`src/oled_i2c_pkg.sv`:
```
package oled_i2c_pkg;

    localparam int CFG_ADDR_W = 2;
    localparam int CFG_DATA_W = 8;

    localparam int S_TDATA_W = 16;
    localparam int S_TUSER_W = 2;
    localparam int M_TDATA_W = 8;

    typedef enum logic [CFG_ADDR_W-1:0] {
        CFG_SLAVE_ADDRESS = 2'd0,
        CFG_COMMAND_CTRL  = 2'd1,
        CFG_DATA_CTRL     = 2'd2,
        CFG_ACK_TIMEOUT   = 2'd3
    } cfg_index_t;

    localparam logic [7:0] SLAVE_ADDRESS_RESET = 8'h78;
    localparam logic [7:0] COMMAND_CTRL_RESET  = 8'h00;
    localparam logic [7:0] DATA_CTRL_RESET     = 8'h40;
    localparam logic [7:0] ACK_TIMEOUT_RESET   = 8'd250;

    localparam logic [1:0] BYTE_ADDRESS = 2'd0;
    localparam logic [1:0] BYTE_CONTROL = 2'd1;
    localparam logic [1:0] BYTE_PAYLOAD = 2'd2;

    localparam logic [2:0] LAST_BIT = 3'd7;

endpackage

```
`src/oled_i2c_write_master_unit.sv`:
```
// Bit-level I2C write master for a small display controller. Each accepted
// submit transfer (tuser bit 0 set) starts one transaction: start condition,
// slave address byte, control byte (command or data, chosen by tuser bit 1),
// the payload byte and a stop condition. Every tick transfer (tuser bit 0
// clear) advances the bus by one delay phase; a bit takes three phases and
// the acknowledge is polled on tdata bit 8 once per tick. A missing
// acknowledge sets a sticky flag and the transaction goes on. Every input
// transfer yields exactly one result transfer with the bus levels and status
// after that step. The block takes one transfer per clock cycle: the state
// update and the result are one short combinational pass into the state and
// result registers, and the result register stalls the input only while a
// result waits and m_axis_tready is low.
module oled_i2c_write_master_unit (
    input  logic                               aclk,
    input  logic                               aresetn,

    input  logic                               cfg_wr_en,
    input  logic [oled_i2c_pkg::CFG_ADDR_W-1:0] cfg_addr,
    input  logic [oled_i2c_pkg::CFG_DATA_W-1:0] cfg_wdata,

    input  logic                               s_axis_tvalid,
    output logic                               s_axis_tready,
    // payload [7:0], sda_in [8], zeros [15:9]
    input  logic [oled_i2c_pkg::S_TDATA_W-1:0]  s_axis_tdata,
    // cmd [0], is_data [1]
    input  logic [oled_i2c_pkg::S_TUSER_W-1:0]  s_axis_tuser,

    output logic                               m_axis_tvalid,
    input  logic                               m_axis_tready,
    // scl [0], sda_level [1], sda_drive_enable [2], busy_res [3],
    // accepted [4], ack_missing [5], done_res [6], zero [7]
    output logic [oled_i2c_pkg::M_TDATA_W-1:0]  m_axis_tdata
);

    import oled_i2c_pkg::*;

    typedef enum logic [3:0] {
        PH_IDLE = 4'd0,
        PH_PEND = 4'd1,
        PH_ST1  = 4'd2,
        PH_ST2  = 4'd3,
        PH_ST3  = 4'd4,
        PH_BA   = 4'd5,
        PH_BB   = 4'd6,
        PH_BC   = 4'd7,
        PH_AH   = 4'd8,
        PH_AL   = 4'd9,
        PH_AG   = 4'd10,
        PH_SP1  = 4'd11
    } phase_t;

    logic [7:0] slave_address_reg;
    logic [7:0] command_ctrl_reg;
    logic [7:0] data_ctrl_reg;
    logic [7:0] ack_timeout_reg;

    phase_t     phase_reg, phase_next;
    logic [1:0] byte_num_reg, byte_num_next;
    logic [2:0] bit_num_reg, bit_num_next;
    logic [7:0] shift_reg, shift_next;
    logic [7:0] held_payload_reg, held_payload_next;
    logic       held_kind_reg, held_kind_next;
    logic [7:0] poll_count_reg, poll_count_next;
    logic       missing_reg, missing_next;

    logic                 m_valid_reg;
    logic [M_TDATA_W-1:0] m_data_reg, m_data_next;

    logic       s_fire;
    logic       in_submit;
    logic [7:0] in_payload;
    logic       in_is_data;
    logic       in_sda;
    logic       phase_is_idle;
    logic       do_load;
    logic [1:0] load_num;
    logic       accepted;
    logic       done;
    logic       scl;
    logic       sda;
    logic       sda_en;

    assign s_axis_tready = !m_valid_reg || m_axis_tready;
    assign s_fire        = s_axis_tvalid && s_axis_tready;
    assign m_axis_tvalid = m_valid_reg;
    assign m_axis_tdata  = m_data_reg;

    assign in_submit  = s_axis_tuser[0];
    assign in_is_data = s_axis_tuser[1];
    assign in_payload = s_axis_tdata[7:0];
    assign in_sda     = s_axis_tdata[8];

    assign phase_is_idle = (phase_reg == PH_IDLE) || (phase_reg > PH_SP1);

    always_comb begin
        phase_next        = phase_reg;
        byte_num_next     = byte_num_reg;
        bit_num_next      = bit_num_reg;
        shift_next        = shift_reg;
        held_payload_next = held_payload_reg;
        held_kind_next    = held_kind_reg;
        poll_count_next   = poll_count_reg;
        missing_next      = missing_reg;
        do_load           = 1'b0;
        load_num          = BYTE_ADDRESS;
        accepted          = 1'b0;
        done              = 1'b0;

        if (in_submit) begin
            if (phase_is_idle) begin
                held_payload_next = in_payload;
                held_kind_next    = in_is_data;
                missing_next      = 1'b0;
                byte_num_next     = BYTE_ADDRESS;
                bit_num_next      = 3'd0;
                poll_count_next   = 8'd0;
                phase_next        = PH_PEND;
                accepted          = 1'b1;
            end
        end else begin
            case (phase_reg)
                PH_PEND: phase_next = PH_ST1;
                PH_ST1:  phase_next = PH_ST2;
                PH_ST2:  phase_next = PH_ST3;
                PH_ST3: begin
                    do_load  = 1'b1;
                    load_num = BYTE_ADDRESS;
                end
                PH_BA:   phase_next = PH_BB;
                PH_BB:   phase_next = PH_BC;
                PH_BC: begin
                    if (bit_num_reg == LAST_BIT) begin
                        poll_count_next = 8'd0;
                        phase_next      = PH_AH;
                    end else begin
                        bit_num_next = bit_num_reg + 3'd1;
                        shift_next   = {shift_reg[6:0], 1'b0};
                        phase_next   = PH_BA;
                    end
                end
                PH_AH: begin
                    if (!in_sda) begin
                        phase_next = PH_AL;
                    end else if (poll_count_reg >= ack_timeout_reg) begin
                        missing_next = 1'b1;
                        phase_next   = PH_AG;
                    end else begin
                        poll_count_next = poll_count_reg + 8'd1;
                    end
                end
                PH_AL, PH_AG: begin
                    if (byte_num_reg >= BYTE_PAYLOAD) begin
                        phase_next = PH_SP1;
                    end else begin
                        do_load  = 1'b1;
                        load_num = byte_num_reg + 2'd1;
                    end
                end
                PH_SP1: begin
                    phase_next = PH_IDLE;
                    done       = 1'b1;
                end
                default: phase_next = PH_IDLE;
            endcase
        end

        if (do_load) begin
            byte_num_next = load_num;
            bit_num_next  = 3'd0;
            phase_next    = PH_BA;
            if (load_num == BYTE_ADDRESS) begin
                shift_next = slave_address_reg;
            end else if (load_num == BYTE_CONTROL) begin
                shift_next = held_kind_reg ? data_ctrl_reg : command_ctrl_reg;
            end else begin
                shift_next = held_payload_reg;
            end
        end

        scl    = 1'b1;
        sda    = 1'b1;
        sda_en = 1'b1;
        case (phase_next)
            PH_ST2: begin
                sda = 1'b0;
            end
            PH_ST3: begin
                scl = 1'b0;
                sda = 1'b0;
            end
            PH_BA, PH_BC: begin
                scl = 1'b0;
                sda = shift_next[7];
            end
            PH_BB: begin
                sda = shift_next[7];
            end
            PH_AH, PH_AG: begin
                sda_en = 1'b0;
            end
            PH_AL: begin
                scl    = 1'b0;
                sda_en = 1'b0;
            end
            PH_SP1: begin
                sda = 1'b0;
            end
            default: begin
                scl = 1'b1;
            end
        endcase

        m_data_next = {1'b0, done, missing_next, accepted,
                       (phase_next != PH_IDLE), sda_en, sda, scl};
    end

    always_ff @(posedge aclk) begin
        if (!aresetn) begin
            slave_address_reg <= SLAVE_ADDRESS_RESET;
            command_ctrl_reg  <= COMMAND_CTRL_RESET;
            data_ctrl_reg     <= DATA_CTRL_RESET;
            ack_timeout_reg   <= ACK_TIMEOUT_RESET;
        end else if (cfg_wr_en) begin
            case (cfg_index_t'(cfg_addr))
                CFG_SLAVE_ADDRESS: slave_address_reg <= cfg_wdata;
                CFG_COMMAND_CTRL:  command_ctrl_reg  <= cfg_wdata;
                CFG_DATA_CTRL:     data_ctrl_reg     <= cfg_wdata;
                CFG_ACK_TIMEOUT:   ack_timeout_reg   <= cfg_wdata;
                default:           ack_timeout_reg   <= ack_timeout_reg;
            endcase
        end
    end

    always_ff @(posedge aclk) begin
        if (!aresetn) begin
            phase_reg        <= PH_IDLE;
            byte_num_reg     <= 2'd0;
            bit_num_reg      <= 3'd0;
            shift_reg        <= 8'd0;
            held_payload_reg <= 8'd0;
            held_kind_reg    <= 1'b0;
            poll_count_reg   <= 8'd0;
            missing_reg      <= 1'b0;
            m_valid_reg      <= 1'b0;
            m_data_reg       <= '0;
        end else if (s_fire) begin
            phase_reg        <= phase_next;
            byte_num_reg     <= byte_num_next;
            bit_num_reg      <= bit_num_next;
            shift_reg        <= shift_next;
            held_payload_reg <= held_payload_next;
            held_kind_reg    <= held_kind_next;
            poll_count_reg   <= poll_count_next;
            missing_reg      <= missing_next;
            m_valid_reg      <= 1'b1;
            m_data_reg       <= m_data_next;
        end else if (m_axis_tready) begin
            m_valid_reg      <= 1'b0;
        end
    end

    a_reject_busy_submit: assert property (@(posedge aclk) disable iff (!aresetn)
        (s_fire && in_submit && !phase_is_idle) |=> !m_data_reg[4])
        else $error("submit during a transaction was reported as accepted");

    a_idle_tick_stays_idle: assert property (@(posedge aclk) disable iff (!aresetn)
        (s_fire && !in_submit && phase_reg == PH_IDLE) |=> (phase_reg == PH_IDLE))
        else $error("tick while idle left the idle phase");

    a_missing_sticky: assert property (@(posedge aclk) disable iff (!aresetn)
        (s_fire && missing_reg && !(in_submit && phase_is_idle)) |=> missing_reg)
        else $error("missing acknowledge flag cleared without a new transaction");

    a_result_matches_state: assert property (@(posedge aclk) disable iff (!aresetn)
        $rose(m_valid_reg) |-> (m_data_reg[3] == (phase_reg != PH_IDLE)))
        else $error("busy in the result disagrees with the sequencer phase");

endmodule

```
`config.mk`:
```
export PLATFORM = sky130hd
export DESIGN_NAME = oled_i2c_write_master_unit
export DESIGN_NICKNAME = d
export VERILOG_FILES = /design/src/oled_i2c_pkg.sv /design/src/oled_i2c_write_master_unit.sv
export SDC_FILE = /design/constraint.sdc
export NUM_CORES = 1
export LEC_CHECK = 0
export BUFFER_PORTS_ARGS = -buffer_cell sky130_fd_sc_hd__buf_2
export CORE_MARGIN = 2
export CORE_UTILIZATION = 40
export CTS_CLUSTER_SIZE = 28
export DETAILED_ROUTE_END_ITERATION = 12
export PLACE_DENSITY_LB_ADDON = 0.15
export SLEW_MARGIN = 25
export SYNTH_ARGS = -nofsm -noshare
export SYNTH_HDL_FRONTEND = slang
export SYNTH_SLANG_ARGS = --single-unit
```
`constraint.sdc`:
```
create_clock -name aclk -period 3.4 [get_ports aclk]
set_input_delay 0.68 -clock aclk [delete_from_list [all_inputs] [get_ports aclk]]
set_output_delay 0.68 -clock aclk [all_outputs]
set_load 0.05 [all_outputs]
```
==> out/summary.md <==
The flow ran to the end, and the final reports show no timing, DRC or antenna violations. The sum of buffers and inverters on the critical path works out to 0. Count of boundary I/O pins: 43. The accumulated negative setup slack was 0 ns; the area added between synthesis and finish was 11.29%. Sum of overflow across all layers after global routing: 0. In this run, CTS created clock tree buffers numbering 9. Summed over all nets, the half-perimeter wirelength after detailed placement is 6.128 mm.

The signal on the critical path passes through nor3b_1 -> nand3_1 -> o311ai_1 -> nand2_1 -> a311o_1 -> a31oi_1. When the netlist entered floorplanning its net count stood at 490. The run gives 0 as the max capacitance violation total. The total wire length is 8.651 mm.

X dimension of the die: 100.6 um. The peak fanout along the critical path was 17; the starting density of the core was 40.81%. For the number of antenna violations at the first check in global routing, the log shows 0.

In the layout the commonest cells are sky130_fd_sc_hd__dfxtp_1, sky130_fd_sc_hd__nand2_1, sky130_fd_sc_hd__nor2_1, sky130_fd_sc_hd__mux2i_1, sky130_fd_sc_hd__a21oi_1. For the worst-case clock buffer depth, the log shows 2. For the proportion of synthesized chip area in sequential cells, the log shows 39.66%. The die covers 0.01013 mm2. The type of the worst setup path was flop to flop. The number of vias per cell works out to 5.388. The number of setup buffers added after CTS is 0. In the final layout, flip-flops and latches occupy 0.001481 mm2. Switching power share of the total: 29.67%. The endpoint class of the critical path was a flop. Cells with a size suffix above 1 make up 14.14% of the layout.

Dividing the detail-routed wire length by the instance count gives 14.79 um. The kind of cell with the highest combined delay along the critical path is simple AND/OR/NAND/NOR gates. The completed layout was analyzed and its total power is 1.780 mW.

For this run, the detailed router's first-pass iteration total came to 5. After synthesis, the share of flip-flops with an asynchronous set or reset is 0%. The H-tree was split into 3 levels.

For this run, the number of Yosys warnings is 0. At the pin with the least slew margin, the transition time is 0.8458 ns. Among all stages on the critical path, the largest delay is contributed by sky130_fd_sc_hd__dfxtp_1. The total count of hold-check failures in the final report was 0. For the worst setup path, the data arrival time is 2.75 ns. After clock tree synthesis, the repair step resized 0 gates. The tools report the number of nets with antenna violations after routing as 0. The number of flip-flops and latches in the synthesized netlist is 74. Dividing the synthesized area by the synthesized cell count gives 8.374 um2. At the later pin of the worst-skew pair, clock insertion delay measures 0.36 ns.

The clock-pin transition on the worst setup and hold timing paths works out to 0.08 ns. The run gives 0 as the count of pins over their slew limit. Clock tree synthesis selected as its root buffer the cell sky130_fd_sc_hd__clkbuf_8. After layout, the worst path uses 72.13% of the clock period.

In this run the static leakage power is 1.730 nW. The filler cells instantiated in the layout total 886. In this design, the stage delay of the slowest critical-path cell is 0.65 ns.

For this run, design rule violations remaining after detail routing come to 0. Setup repair after global routing left no endpoint under its margin. Timing would allow up to 0.4078 GHz.

Combinational logic is responsible for 11.3% of the overall power. The internal power was 1.252 mW. The post-synthesis instance area was 0.003735 mm2. Summed over its instances, the top area cell type makes up 39.66% of the synthesized netlist area.

For this run, the total global-route usage over all layers was measured as 18.21%. The tools report the net switching component of the power as 0.5280 mW. Yosys mapped a number of flops with a built-in enable equal to 0. Synthesis instantiated 59 different standard cells from the library. Area of the multi-input gates: 0.002086 mm2. For this design the ratio of total power to cell area is 428.1 mW/mm2. Measured along the y axis, the die boundary spans 100.6 um. The total core area is 0.009153 mm2.

In the synthesized netlist, the number of instances is 446. The worst setup path is launched from a flop. Input and output buffers added on the ports amount to 34. The clock network burns 37.1% of the power.

After floorplanning, the core was divided into 35 placement rows. Yosys attributes the largest share of cell area to sky130_fd_sc_hd__dfxtp_1, sky130_fd_sc_hd__mux2i_1, sky130_fd_sc_hd__nand2_1. The required time at the worst-slack endpoint is 3.69 ns, and the number of vias in the routed layout is 3152.

Entering global routing, the biggest net connects 26 pins. After clock tree synthesis, the flow added hold-fix buffers numbering 0. The first global-routing pass estimated 14.37 mm of wire. Max-slew headroom at the worst pin: 43.13%. The leading register cell type out of synthesis was sky130_fd_sc_hd__dfxtp_1.

Share of power burned in registers: 51.5%. Number of nets in the finished design: 513. Routability-driven placement finished with a final weighted congestion of 0.8768. Leaving out fill and tap cells, the most frequent cell in the layout is sky130_fd_sc_hd__dfxtp_1. The tools report the final clock skew as 0.007580 ns. The final critical-path required period works out to 2.452 ns. TritonCTS built the clock tree. The run gives 2939 as the via count of the first global-routing pass. Class of the worst hold path: flop to flop. The run gives 120 as the number of DRC markers in iteration 0. The number of antenna diodes in the final layout is 0.

Peak ir drop on the vdd network: 0.0003132 V. The total setup violations reported at the end of the flow was 0. The cell type with the highest aggregate area in the netlist is sky130_fd_sc_hd__dfxtp_1. The run gives 74 as the clock sink total.
## logic make-up (layout without fill, tap and decap cells)
family / count (synthesis) / in the layout / synth area share (%)
compound gates: 100 / 100 / 17.39
xor+xnor: 4 / 4 / 0.9382
fa+ha+maj: 11 / 11 / 3.685
buf+inv: 41 / 69 / 4.489
flops: 74 / 74 / 39.66
mux: 39 / 39 / 10.45
other cells: 1 / 1 / 0.1004
simple gates: 176 / 176 / 23.28
## cell type report
cell class	count	share of cell area, %
multi-input cells	331	50.18
flip-flops and latches	74	35.64
repair buffers	39	4.997
well taps	111	3.341
clock buffers	9	2.980
clock inverters	7	1.595
inverters	14	1.264
## tightest hold or removal path, delay by kind of cell (launching register included)
kind / cells / cell delay [ns]
AO/OA/AOI/OAI: 1 / 0.05
AND/OR/NAND/NOR: 1 / 0.05
flip-flops: 1 / 0.31
## synthesized netlist by cell type (7+ instances only)
| library cell | n |
|---|---|
| sky130_fd_sc_hd__nor2_1 | 48 |
| sky130_fd_sc_hd__o21ai_0 | 21 |
| sky130_fd_sc_hd__mux2i_1 | 39 |
| sky130_fd_sc_hd__ha_1 | 11 |
| sky130_fd_sc_hd__nand3_1 | 8 |
| sky130_fd_sc_hd__nand2_1 | 63 |
| sky130_fd_sc_hd__a21oi_1 | 35 |
| sky130_fd_sc_hd__inv_1 | 12 |
| sky130_fd_sc_hd__dfxtp_1 | 74 |
| sky130_fd_sc_hd__o211ai_1 | 8 |
| sky130_fd_sc_hd__clkbuf_1 | 19 |
| sky130_fd_sc_hd__nor2b_1 | 7 |
| sky130_fd_sc_hd__nor3_1 | 8 |
## worst paths after layout
| path | cells after the start | end | start | slack, ns |
|---|---|---|---|---|
| setup / recovery | 6 | m_axis_tdata[1] | phase_reg[3] | 0.95 |
| hold / removal | 2 | m_axis_tdata[4] | m_axis_tdata[4] | 0.45 |
| setup reg to reg | 6 | m_axis_tdata[1] | phase_reg[3] | 0.95 |
| hold reg to reg | 2 | m_axis_tdata[4] | m_axis_tdata[4] | 0.45 |
## power groups by stage
stage                     logic, mW  clock network [mW]  registers (mW)
after floorplan               0.129                   0           0.947
after global placement        0.200                   0           0.937
after detailed placement      0.201                   0           0.938
after CTS                     0.203               0.696           0.917
after global routing          0.224               0.728           0.922
final                         0.201               0.661           0.917
## layer usage
metal	routed length, um	GRT usage, %	up-vias
li1	-	-	1621
met1	4096	23.70	1441
met2	4091	29.85	78
met3	342	3.953	12
met4	120	6.217	0
met5	0	0	-
## per-stage QoR
stage	util (%)	area, um2	instances	hold WS (ns)	setup WS (ns)
after floorplan	-	3735	446	0.4360	0.8377
after global placement	43.34	3966	569	0.4407	0.8093
after detailed placement	43.34	3966	569	0.4471	0.8169
after CTS	45.41	4156	585	0.4589	0.9646
after global routing	45.41	4156	585	0.4811	0.7391
final	45.41	4156	585	0.4543	0.9476
Note: power is estimated with default switching activity, not from simulation.
